===== src/rtl/core/los_pkg.sv =====
// ----------------------------------------------------------------------------
// los_pkg: shared types and constants for lidar obstacle steering
// Field widths, register indexes, sector decode and sweep state record.
// ----------------------------------------------------------------------------
package los_pkg;

  localparam int RANGE_BITS_DEF = 16;
  localparam int ANGLE_W        = 9;
  localparam int CFG_W          = 16;
  localparam int RATE_W         = 10;
  localparam int CMD_W          = 11;
  localparam int SUM_W          = 18;
  localparam int RANK_W         = 10;
  localparam int IDX_W          = 4;

  localparam logic [SUM_W-1:0]   SUM_MAX      = '1;
  localparam logic [CFG_W-1:0]   MIN_FRONT_MM = 16'd15;

  // steering bands on the best angle
  localparam logic [ANGLE_W-1:0] FAST_NEG_LO  = 9'd200;
  localparam logic [ANGLE_W-1:0] FAST_NEG_HI  = 9'd290;
  localparam logic [ANGLE_W-1:0] SLOW_NEG_HI  = 9'd340;
  localparam logic [ANGLE_W-1:0] FAST_POS_LO  = 9'd70;
  localparam logic [ANGLE_W-1:0] FAST_POS_HI  = 9'd160;
  localparam logic [ANGLE_W-1:0] SLOW_POS_LO  = 9'd20;

  // search order starts at the left rear edge of the window and wraps at 360
  localparam logic [ANGLE_W-1:0] SEARCH_BASE  = 9'd260;
  localparam logic [RANK_W-1:0]  RANK_WRAP    = 10'd100;

  // register reset values
  localparam logic [CFG_W-1:0]  RST_RANGE_FLOOR   = 16'd100;
  localparam logic [CFG_W-1:0]  RST_RANGE_CEILING = 16'd12000;
  localparam logic [CFG_W-1:0]  RST_COLL_THRESH   = 16'd450;
  localparam logic [RATE_W-1:0] RST_AVOID_RATE    = 10'd424;
  localparam logic [RATE_W-1:0] RST_FAST_RATE     = 10'd212;
  localparam logic [RATE_W-1:0] RST_SLOW_RATE     = 10'd106;
  localparam logic [RATE_W-1:0] RST_CRUISE_SPEED  = 10'd260;
  localparam logic [RATE_W-1:0] RST_CREEP_SPEED   = 10'd50;

  typedef enum logic [IDX_W-1:0] {
    REG_RANGE_FLOOR     = 4'd0,
    REG_RANGE_CEILING   = 4'd1,
    REG_COLL_THRESHOLD  = 4'd2,
    REG_AVOID_TURN_RATE = 4'd3,
    REG_FAST_TURN_RATE  = 4'd4,
    REG_SLOW_TURN_RATE  = 4'd5,
    REG_CRUISE_SPEED    = 4'd6,
    REG_CREEP_SPEED     = 4'd7
  } cfg_reg_t;

  typedef struct packed {
    logic [CFG_W-1:0]  range_floor;
    logic [CFG_W-1:0]  range_ceiling;
    logic [CFG_W-1:0]  collision_threshold;
    logic [RATE_W-1:0] avoid_turn_rate;
    logic [RATE_W-1:0] fast_turn_rate;
    logic [RATE_W-1:0] slow_turn_rate;
    logic [RATE_W-1:0] cruise_speed;
    logic [RATE_W-1:0] creep_speed;
  } cfg_t;

  typedef struct packed {
    logic front;
    logic left;
    logic right;
    logic search;
  } sector_t;

  typedef struct packed {
    logic               collision;
    logic [SUM_W-1:0]   left_sum;
    logic [SUM_W-1:0]   right_sum;
    logic [CFG_W-1:0]   best_range;
    logic [ANGLE_W-1:0] best_angle;
    logic               best_found;
  } sweep_t;

  // only whole tens inside the scan window belong to any sector
  function automatic sector_t sector_of(input logic [ANGLE_W-1:0] a);
    sector_t s;
    s = '0;
    unique case (a)
      9'd0, 9'd10, 9'd20, 9'd30, 9'd40:   s = '{front: 1'b1, left: 1'b0,
                                              right: 1'b0, search: 1'b1};
      9'd50:                              s = '{front: 1'b0, left: 1'b0,
                                              right: 1'b0, search: 1'b1};
      9'd60, 9'd70, 9'd80, 9'd90:         s = '{front: 1'b0, left: 1'b0,
                                              right: 1'b1, search: 1'b1};
      9'd100, 9'd260, 9'd310:             s = '{front: 1'b0, left: 1'b0,
                                              right: 1'b0, search: 1'b1};
      9'd270, 9'd280, 9'd290, 9'd300:     s = '{front: 1'b0, left: 1'b1,
                                              right: 1'b0, search: 1'b1};
      9'd320, 9'd330, 9'd340, 9'd350:     s = '{front: 1'b1, left: 1'b0,
                                              right: 1'b0, search: 1'b1};
      default:                            s = '0;
    endcase
    return s;
  endfunction

  function automatic logic [RANK_W-1:0] rank_of(input logic [ANGLE_W-1:0] a);
    logic [RANK_W-1:0] ax;
    ax = RANK_W'(a);
    return (a >= SEARCH_BASE) ? (ax - RANK_W'(SEARCH_BASE)) : (ax + RANK_WRAP);
  endfunction

endpackage


===== src/rtl/core/los_if.sv =====
// ----------------------------------------------------------------------------
// los channel interfaces
// Valid/ready channels for samples, steering commands and register writes.
// ----------------------------------------------------------------------------
interface los_in_if #(
  parameter int RANGE_BITS = los_pkg::RANGE_BITS_DEF
);
  logic                          valid;
  logic                          ready;
  logic [los_pkg::ANGLE_W-1:0]   angle;
  logic [RANGE_BITS-1:0]         range_mm;
  logic                          sweep_end;

  modport source (output valid, angle, range_mm, sweep_end, input ready);
  modport sink   (input valid, angle, range_mm, sweep_end, output ready);
endinterface

interface los_out_if;
  logic                              valid;
  logic                              ready;
  logic [los_pkg::RATE_W-1:0]        linear_speed;
  logic signed [los_pkg::CMD_W-1:0]  angular_rate;
  logic                              avoiding;

  modport source (output valid, linear_speed, angular_rate, avoiding, input ready);
  modport sink   (input valid, linear_speed, angular_rate, avoiding, output ready);
endinterface

interface los_cfg_if;
  logic                         valid;
  logic                         ready;
  logic [los_pkg::IDX_W-1:0]    index;
  logic [los_pkg::CFG_W-1:0]    data;

  modport source (output valid, index, data, input ready);
  modport sink   (input valid, index, data, output ready);
endinterface


===== src/rtl/core/lidar_obstacle_steering.sv =====
// ----------------------------------------------------------------------------
// lidar_obstacle_steering: steering commands from lidar sweeps
// Accumulates one sweep of range samples and issues one speed command per sweep.
// ----------------------------------------------------------------------------
// usage
//   in_ch   : one range sample per beat (angle, range_mm, sweep_end)
//   out_ch  : one command beat per sweep, issued for the beat with sweep_end set
//   cfg_ch  : register writes (index, data), always ready, one per cycle;
//             write only while no sample is in flight
// timing
//   a sample is taken into an input register, then folded into the sweep
//   state in the next cycle; a sweep end loads the command register then, so
//   the command is valid one edge after its sample beat is accepted
//   throughput is one sample per cycle, set by the single compare/add pass
//   between the input register and the sweep/command registers
// stall
//   a stalled command holds; plain samples keep flowing, and only a second
//   sweep end waits in the input register until the command register frees,
//   which drops in_ch.ready
// reset
//   registers return to their defaults, the sweep state clears and the
//   direction lock is released
// ----------------------------------------------------------------------------
module lidar_obstacle_steering #(
  parameter int RANGE_BITS = los_pkg::RANGE_BITS_DEF
) (
  input  logic   clk,
  input  logic   rst_n,
  los_in_if.sink    in_ch,
  los_out_if.source out_ch,
  los_cfg_if.sink   cfg_ch
);
  import los_pkg::*;

  // configuration registers
  cfg_t cfg_r;
  cfg_t cfg_nxt;

  always_comb begin
    cfg_nxt = cfg_r;
    if (cfg_ch.valid) begin
      unique case (cfg_ch.index)
        REG_RANGE_FLOOR:     cfg_nxt.range_floor         = cfg_ch.data;
        REG_RANGE_CEILING:   cfg_nxt.range_ceiling       = cfg_ch.data;
        REG_COLL_THRESHOLD:  cfg_nxt.collision_threshold = cfg_ch.data;
        REG_AVOID_TURN_RATE: cfg_nxt.avoid_turn_rate     = cfg_ch.data[RATE_W-1:0];
        REG_FAST_TURN_RATE:  cfg_nxt.fast_turn_rate      = cfg_ch.data[RATE_W-1:0];
        REG_SLOW_TURN_RATE:  cfg_nxt.slow_turn_rate      = cfg_ch.data[RATE_W-1:0];
        REG_CRUISE_SPEED:    cfg_nxt.cruise_speed        = cfg_ch.data[RATE_W-1:0];
        REG_CREEP_SPEED:     cfg_nxt.creep_speed         = cfg_ch.data[RATE_W-1:0];
        default: ;  // writes outside the map are dropped
      endcase
    end
  end

  always_ff @(posedge clk) begin
    if (!rst_n) begin
      cfg_r <= '{range_floor:         RST_RANGE_FLOOR,
                 range_ceiling:       RST_RANGE_CEILING,
                 collision_threshold: RST_COLL_THRESH,
                 avoid_turn_rate:     RST_AVOID_RATE,
                 fast_turn_rate:      RST_FAST_RATE,
                 slow_turn_rate:      RST_SLOW_RATE,
                 cruise_speed:        RST_CRUISE_SPEED,
                 creep_speed:         RST_CREEP_SPEED};
    end else begin
      cfg_r <= cfg_nxt;
    end
  end

  assign cfg_ch.ready = 1'b1;

  // input register
  logic                  in_v_r;
  logic [ANGLE_W-1:0]    in_angle_r;
  logic [RANGE_BITS-1:0] in_range_r;
  logic                  in_last_r;
  logic                  adv;
  logic                  take;

  // a sweep end may only leave when the command slot is free or emptying
  assign adv  = in_v_r && (!in_last_r || !out_ch.valid || out_ch.ready);
  assign take = in_ch.valid && in_ch.ready;
  assign in_ch.ready = !in_v_r || adv;

  always_ff @(posedge clk) begin
    if (!rst_n) begin
      in_v_r <= 1'b0;
    end else if (in_ch.ready) begin
      in_v_r <= in_ch.valid;
    end
  end

  always_ff @(posedge clk) begin
    if (take) begin
      in_angle_r <= in_ch.angle;
      in_range_r <= in_ch.range_mm;
      in_last_r  <= in_ch.sweep_end;
    end
  end

  // sweep accumulation
  sweep_t sw_cur;
  sweep_t sw_upd;

  los_sweep #(
    .RANGE_BITS (RANGE_BITS)
  ) u_sweep (
    .clk       (clk),
    .rst_n     (rst_n),
    .step      (adv),
    .angle     (in_angle_r),
    .range_mm  (in_range_r),
    .sweep_end (in_last_r),
    .cfg       (cfg_r),
    .cur       (sw_cur),
    .upd       (sw_upd)
  );

  // command decision on the sweep including the current sample
  logic                     lock_r, lock_nxt;
  logic                     neg_r, neg_nxt;
  logic [RATE_W-1:0]        speed_c;
  logic signed [CMD_W-1:0]  rate_c;
  logic                     avoid_c;
  logic [ANGLE_W-1:0]       aim;
  logic                     issue;

  assign issue = adv && in_last_r;
  assign aim   = sw_upd.best_found ? sw_upd.best_angle : '0;

  always_comb begin
    lock_nxt = lock_r;
    neg_nxt  = neg_r;
    speed_c  = cfg_r.cruise_speed;
    rate_c   = '0;
    avoid_c  = 1'b0;
    if (sw_upd.collision) begin
      // the turn sign sticks until a clear sweep
      lock_nxt = 1'b1;
      neg_nxt  = lock_r ? neg_r : !(sw_upd.right_sum > sw_upd.left_sum);
      speed_c  = cfg_r.creep_speed;
      avoid_c  = 1'b1;
      rate_c   = neg_nxt ? -$signed({1'b0, cfg_r.avoid_turn_rate})
                         :  $signed({1'b0, cfg_r.avoid_turn_rate});
    end else begin
      lock_nxt = 1'b0;
      priority if (aim >= FAST_NEG_LO && aim <= FAST_NEG_HI) begin
        rate_c = -$signed({1'b0, cfg_r.fast_turn_rate});
      end else if (aim >= FAST_NEG_HI && aim <= SLOW_NEG_HI) begin
        rate_c = -$signed({1'b0, cfg_r.slow_turn_rate});
      end else if (aim >= FAST_POS_LO && aim <= FAST_POS_HI) begin
        rate_c = $signed({1'b0, cfg_r.fast_turn_rate});
      end else if (aim >= SLOW_POS_LO && aim <= FAST_POS_LO) begin
        rate_c = $signed({1'b0, cfg_r.slow_turn_rate});
      end else begin
        rate_c = '0;  // straight ahead, also when nothing valid was seen
      end
    end
  end

  always_ff @(posedge clk) begin
    if (!rst_n) begin
      lock_r <= 1'b0;
      neg_r  <= 1'b0;
    end else if (issue) begin
      lock_r <= lock_nxt;
      neg_r  <= neg_nxt;
    end
  end

  // command register
  logic                    out_v_r;
  logic [RATE_W-1:0]       out_speed_r;
  logic signed [CMD_W-1:0] out_rate_r;
  logic                    out_avoid_r;

  always_ff @(posedge clk) begin
    if (!rst_n) begin
      out_v_r <= 1'b0;
    end else if (issue) begin
      out_v_r <= 1'b1;
    end else if (out_ch.ready) begin
      out_v_r <= 1'b0;
    end
  end

  always_ff @(posedge clk) begin
    if (issue) begin
      out_speed_r <= speed_c;
      out_rate_r  <= rate_c;
      out_avoid_r <= avoid_c;
    end
  end

  assign out_ch.valid        = out_v_r;
  assign out_ch.linear_speed = out_speed_r;
  assign out_ch.angular_rate = out_rate_r;
  assign out_ch.avoiding     = out_avoid_r;

`ifndef SYNTHESIS
  // a new command only appears right after a sweep end left the input register
  a_cmd_from_sweep_end: assert property (@(posedge clk) disable iff (!rst_n)
    $rose(out_v_r) |-> $past(issue))
    else $error("command appeared without a sweep end");

  // a pending command agrees with the direction lock it produced
  a_lock_matches_cmd: assert property (@(posedge clk) disable iff (!rst_n)
    out_v_r |-> (out_avoid_r == lock_r))
    else $error("direction lock out of step with pending command");

  // the sweep state starts over after each sweep end
  a_sweep_cleared: assert property (@(posedge clk) disable iff (!rst_n)
    issue |=> (sw_cur == '0))
    else $error("sweep state not cleared after sweep end");
`endif

endmodule


===== src/rtl/core/los_sweep.sv =====
// ----------------------------------------------------------------------------
// los_sweep: per-sweep accumulator
// Collision flag, saturating side sums and farthest reading over one sweep.
// ----------------------------------------------------------------------------
module los_sweep #(
  parameter int RANGE_BITS = los_pkg::RANGE_BITS_DEF
) (
  input  logic                          clk,
  input  logic                          rst_n,
  input  logic                          step,
  input  logic [los_pkg::ANGLE_W-1:0]   angle,
  input  logic [RANGE_BITS-1:0]         range_mm,
  input  logic                          sweep_end,
  input  los_pkg::cfg_t                 cfg,
  output los_pkg::sweep_t               cur,
  output los_pkg::sweep_t               upd
);
  import los_pkg::*;

  localparam int CW = (RANGE_BITS > CFG_W) ? RANGE_BITS : CFG_W;

  sweep_t          sw_r;
  sweep_t          sw_nxt;
  sector_t         sec;
  logic [CW-1:0]   r_ext;
  logic [CFG_W-1:0] r16;
  logic            in_window;
  logic            hit;
  logic [SUM_W:0]  left_add;
  logic [SUM_W:0]  right_add;
  logic            better;

  assign sec       = sector_of(angle);
  assign r_ext     = CW'(range_mm);
  // a reading inside the window is below the ceiling, so 16 bits carry it
  assign r16       = r_ext[CFG_W-1:0];
  assign in_window = (r_ext > CW'(cfg.range_floor)) && (r_ext < CW'(cfg.range_ceiling));
  assign hit       = sec.front && (r_ext > CW'(cfg.range_floor)) &&
                     (r_ext < CW'(cfg.collision_threshold)) && (r_ext >= CW'(MIN_FRONT_MM));
  assign left_add  = {1'b0, sw_r.left_sum} + (SUM_W+1)'(r16);
  assign right_add = {1'b0, sw_r.right_sum} + (SUM_W+1)'(r16);
  assign better    = !sw_r.best_found || (r16 > sw_r.best_range) ||
                     ((r16 == sw_r.best_range) && (rank_of(angle) < rank_of(sw_r.best_angle)));

  always_comb begin
    upd = sw_r;
    if (hit) begin
      upd.collision = 1'b1;
    end
    if (sec.left && in_window) begin
      upd.left_sum = (left_add > (SUM_W+1)'(SUM_MAX)) ? SUM_MAX : left_add[SUM_W-1:0];
    end
    if (sec.right && in_window) begin
      upd.right_sum = (right_add > (SUM_W+1)'(SUM_MAX)) ? SUM_MAX : right_add[SUM_W-1:0];
    end
    if (sec.search && in_window && better) begin
      upd.best_range = r16;
      upd.best_angle = angle;
      upd.best_found = 1'b1;
    end
  end

  always_comb begin
    sw_nxt = sw_r;
    if (step) begin
      sw_nxt = sweep_end ? '0 : upd;
    end
  end

  always_ff @(posedge clk) begin
    if (!rst_n) begin
      sw_r <= '0;
    end else begin
      sw_r <= sw_nxt;
    end
  end

  assign cur = sw_r;

endmodule

===== src/flat_wrapper.sv =====
// flat-port wrapper written by rule: the top's interface ports become plain ports
module lidar_obstacle_steering_flat import los_pkg::*;
#(
  parameter int RANGE_BITS = los_pkg::RANGE_BITS_DEF
)
  (clk, rst_n, in_ch_valid, in_ch_angle, in_ch_range_mm, in_ch_sweep_end, in_ch_ready, out_ch_valid, out_ch_linear_speed, out_ch_angular_rate, out_ch_avoiding, out_ch_ready, cfg_ch_valid, cfg_ch_index, cfg_ch_data, cfg_ch_ready);
  los_in_if #(.RANGE_BITS(RANGE_BITS)) in_ch_i ();
  los_out_if out_ch_i ();
  los_cfg_if cfg_ch_i ();
  input  logic clk;
  input  logic rst_n;
  input wire logic [$bits(in_ch_i.valid)-1:0] in_ch_valid;
  input wire logic [$bits(in_ch_i.angle)-1:0] in_ch_angle;
  input wire logic [$bits(in_ch_i.range_mm)-1:0] in_ch_range_mm;
  input wire logic [$bits(in_ch_i.sweep_end)-1:0] in_ch_sweep_end;
  output wire logic [$bits(in_ch_i.ready)-1:0] in_ch_ready;
  output wire logic [$bits(out_ch_i.valid)-1:0] out_ch_valid;
  output wire logic [$bits(out_ch_i.linear_speed)-1:0] out_ch_linear_speed;
  output wire logic [$bits(out_ch_i.angular_rate)-1:0] out_ch_angular_rate;
  output wire logic [$bits(out_ch_i.avoiding)-1:0] out_ch_avoiding;
  input wire logic [$bits(out_ch_i.ready)-1:0] out_ch_ready;
  input wire logic [$bits(cfg_ch_i.valid)-1:0] cfg_ch_valid;
  input wire logic [$bits(cfg_ch_i.index)-1:0] cfg_ch_index;
  input wire logic [$bits(cfg_ch_i.data)-1:0] cfg_ch_data;
  output wire logic [$bits(cfg_ch_i.ready)-1:0] cfg_ch_ready;
  assign in_ch_i.valid = in_ch_valid;
  assign in_ch_i.angle = in_ch_angle;
  assign in_ch_i.range_mm = in_ch_range_mm;
  assign in_ch_i.sweep_end = in_ch_sweep_end;
  assign in_ch_ready = in_ch_i.ready;
  assign out_ch_valid = out_ch_i.valid;
  assign out_ch_linear_speed = out_ch_i.linear_speed;
  assign out_ch_angular_rate = out_ch_i.angular_rate;
  assign out_ch_avoiding = out_ch_i.avoiding;
  assign out_ch_i.ready = out_ch_ready;
  assign cfg_ch_i.valid = cfg_ch_valid;
  assign cfg_ch_i.index = cfg_ch_index;
  assign cfg_ch_i.data = cfg_ch_data;
  assign cfg_ch_ready = cfg_ch_i.ready;
  lidar_obstacle_steering #(.RANGE_BITS(RANGE_BITS)) u_core (.clk(clk), .rst_n(rst_n), .in_ch(in_ch_i), .out_ch(out_ch_i), .cfg_ch(cfg_ch_i));
endmodule

===== config.mk =====
export PLATFORM = sky130hd
export DESIGN_NAME = lidar_obstacle_steering_flat
export DESIGN_NICKNAME = d
export VERILOG_FILES = /design/src/rtl/core/los_pkg.sv /design/src/rtl/core/los_if.sv /design/src/rtl/core/lidar_obstacle_steering.sv /design/src/rtl/core/los_sweep.sv /design/src/flat_wrapper.sv
export SDC_FILE = /design/constraint.sdc
export NUM_CORES = 1
export LEC_CHECK = 0
export CAP_MARGIN = 0
export CORE_MARGIN = 2
export CORE_UTILIZATION = 40
export DETAILED_ROUTE_END_ITERATION = 10
export DONT_BUFFER_PORTS = 1
export SYNTH_ARGS = -nofsm -noshare
export SYNTH_HDL_FRONTEND = slang
export SYNTH_SLANG_ARGS = --single-unit
export TNS_END_PERCENT = 50

===== constraint.sdc =====
create_clock -name clk -period 6.1 [get_ports clk]
set_clock_uncertainty 0.2 [all_clocks]
set_input_delay 0.305 -clock clk [delete_from_list [all_inputs] [get_ports clk]]
set_output_delay 0.305 -clock clk [all_outputs]
set_load 0.1 [all_outputs]

==> metrics.md <==
| Metric | Value |
|---|---|
| Outcome | `finished clean` |
| Crit path kind | `flip-flop to flip-flop` |
| Worst path max stage delay | `roughly 0.60 ns` |
| Die area | `around 36,000 sq um` |
| Largest net degree at the start of global routing | `between 100 and 150` |
| Worst setup EP type | `flip-flop` |
| Filler cell count | `3,199` |
| Synth Instances | `1,600` |
| Worst-Margin Slew | `about 1.2 ns` |
| CTS tree | `done` |
| Crit path max-delay family | `simple AND/OR/NAND/NOR gates` |
| CTS Sinks | `213` |
| Worst Hold Class | `input port to flip-flop` |
| DRT iter0 DRCs | `834` |
| H-Tree Depth | `1` |
| Post-synth ARST share | `0` |
| Multi-input combinational cell area | `8310 sq um` |
| Pre-Repair DR Iteration Count | `5` |
| Pwr Total | `between 3 and 4 mW` |
| Placed Instance Area | `roughly 14,000 sq um` |
| GPL Wtd Cong | `about 0.9` |
| Core box area | `approximately 34,000 sq um` |
| Distinct cells, synth | `83` |
| Fin crit share | `0.943` |
| IO buf count | `0` |
| Maximum VDD drop | `roughly 0.27 mV` |
| Commonest non-fill, non-tap cell in the layout | `nand2_1` |
| Total track usage | `0.217` |
| Design area | `15,900 sq um` |
| Critical Path AT | `between 5 and 6 ns` |
| Total wire length | `39,300 microns` |
| Fin Setup TNS | `0 ns` |
| Min cycle time layout | `5.75 ns` |
| Clock Latency Late Sink | `0.57 ns` |
| Die Wd | `roughly 190 microns` |
| DIE HEIGHT | `189 microns` |
| Layout area overhead | `16.3%` |
| CP Cell Sequence | `buf_4 > ha_1 > nand4_1 > nor2_2 > or4b_2 > nand3_1 > nor4_4 > buf_6 > and3b_1 > buf_4 > and2_1 > nand2_1 > o21ai_0 > ha_1 > nand4_1 > nor2_1 > nand2_1 > or4_4 > and2_1 > a221oi_1 > a21oi_1 > a2111oi_2 > a211oi_1` |
| Initial antenna violation count | `2` |
| Dpl hpwl | `27,400 microns` |
| Wire length of the first global-routing pass | `62,500 microns` |
| Leak | `6.11 nW` |
| Post-route ant nets | `0` |
| Storage cell area | `around 4700 sq um` |
| Via density | `around 5.6` |
| Seq/Total Area, Yosys | `0.347` |
| Type of origin of the critical path | `flip-flop` |
| Vias | `about 12,000` |
| Ratio of cells with drive above 1 in the final layout | `0.0888` |
| Vias in the first global route | `between 10,000 and 15,000` |
| FF+latch count, synth | `between 200 and 250` |
| Clock Root Buffer | `clkbuf_16` |
| Ys Warns | `0` |
| I/O pin count | `76` |
| Number of flops mapped to enable cells by yosys | `between 40 and 50` |
| WP data required | `about 6.2 ns` |
| WL/cell | `18.6 microns` |
| Final core utilization | `0.473` |
| Detailed-route DRC error count | `0` |
| Post-synthesis instance area | `roughly 14,000 sq um` |
| Post-synth top flop | `dfxtp_1` |
| Final hold violation count | `0` |
| TritonCTS Buffers | `26` |
| Site Rows | `67` |
| Syn_nets | `1,785` |
| Crit-path max FO | `13` |
| Synthesized area per cell | `between 8 and 9 sq um` |
| Max cap viols | `0` |
| Initial core utilization | `0.407` |
| CP Buf/Inv Count | `3` |
| Total global routing overflow | `0` |
| CTS max path bufs | `3` |
| Final nets | `roughly 1,800` |
| Pwr Density | `224 nW/um^2` |
| Achievable Freq | `between 150 and 200 MHz` |
| Final Max Slew Viols | `0` |
| Final Setup Violations | `0` |
| Clk slew on worst S/H paths | `roughly 0.06 ns` |
| Relative max-transition margin | `0.181` |
| Most frequent cells in the layout | `225 x nand2_1, 165 x dfxtp_1, 132 x ha_1` |
| CP max-delay cell | `or4b_2` |
==> layer usage <==
metal / global-route usage / wire (microns) / up-vias
met5: 0 / 13 / -
met1: 0.286 / 17900 / 5640
met2: 0.367 / 18400 / 314
li1: - / - / 5854
met4: 0.0580 / 964 / 2
met3: 0.0350 / 2030 / 59
==> cells by family after synthesis <==
group,after synthesis,synth area share
adders and majority gates,134,0.124
buffers and inverters,184,0.0535
DFF,213,0.347
xor gates and xnor gates,52,0.0333
muxes,39,0.0294
and+or+nand+nor,556,0.197
AOI/OAI and AO/OA,421,0.216
other,1,0.000274
==> state kept, by name, indices dropped and copies added (netlist names) <==
| register | cells |
|---|---|
| u_core.in_last_r | 1 |
| u_core.neg_r | 1 |
| u_core.out_ch.angular_rate | 11 |
| u_core.in_range_r | 16 |
| u_core.out_ch.valid | 1 |
| u_core.in_v_r | 1 |
| u_core.cfg_r | 98 |
| u_core.out_ch.avoiding | 1 |
| u_core.u_sweep.cur | 63 |
| u_core.lock_r | 1 |
| u_core.in_angle_r | 9 |
| u_core.out_ch.linear_speed | 10 |
==> Yosys cell counts, types with 11 or more instances <==
master    instances  area [sq um]
o211ai_1         21           158
a22oi_1          28           210
nor3_1           30           150
nand2b_1         14          87.6
mux2i_1          29           290
clkbuf_1         71           267
o221a_2          15           169
o22ai_1          18           113
a21oi_1          81           405
a21o_1           27           203
ha_1            132          1650
nand3_1          32           160
o21a_1           18           135
nor2_1           92           345
nand2_1         226           848
nor3b_1          11          82.6
xnor2_1          33           289
nand4_1          18           113
a21boi_0         56           420
inv_1            93           349
xor2_1           19           166
o21ai_0          57           285
a31oi_1          21           131
dfxtp_1         165          3300
and2_1           16           100
nor2b_1          53           332
edfxtp_1         48          1440
==> stage by stage <==
stage | cells | worst slack (ns) | hold slack (ns)
global placement | 1999 | 0.177 | 0.204
floorplan | 1600 | 0.432 | 0.204
detailed placement | 1999 | 0.0304 | 0.204
CTS | 2113 | 0.0305 | 0.0101
finish | 2115 | 0.347 | 0.0368
global route | 2115 | -0.0465 | 0.0348
==> final cells by class <==
type | count | share of cell area
Clock buffer | 31 | 0.0433
Multi-Input combinational cell | 1203 | 0.522
Timing Repair Buffer | 109 | 0.0631
Antenna cell | 1 | 0.000157
Inverter | 93 | 0.0219
Tap cell | 448 | 0.0352
Sequential cell | 213 | 0.298
Clock inverter | 17 | 0.0162
==> path summary, 6_finish.rpt <==
check                                                startpoint                                      end  slack [ns]  depth (start not counted)
worst max-delay path            u_core.in_range_r[14]$_DFFE_PP_  u_core.out_ch.angular_rate[7]$_DFFE_PP_        0.35                         23
worst min register to register    u_core.cfg_r[60]$_SDFFE_PN0P_            u_core.cfg_r[60]$_SDFFE_PN0P_        0.26                          2
worst max register to register  u_core.in_range_r[14]$_DFFE_PP_  u_core.out_ch.angular_rate[7]$_DFFE_PP_        0.35                         23
worst min-delay path                            cfg_ch_index[0]            u_core.cfg_r[21]$_SDFFE_PN1P_        0.04                          2
==> power by group <==
group | internal (mW) | total, mW | switching [mW]
registers | 1.47 | 1.52 | 0.0542
logic | 0.134 | 0.329 | 0.195
clock network | 1.06 | 1.71 | 0.650
total | 2.66 | 3.56 | 0.900
==> repair_timing <==
action	4_1_cts	5_1_grt
gates resized for setup	4	13
pin swaps	0	4
setup endpoints to repair	1	10
hold buffers	66	0
setup buffers	0	1
hold endpoints to repair	160	0
Power figures use the tool's default switching activity.
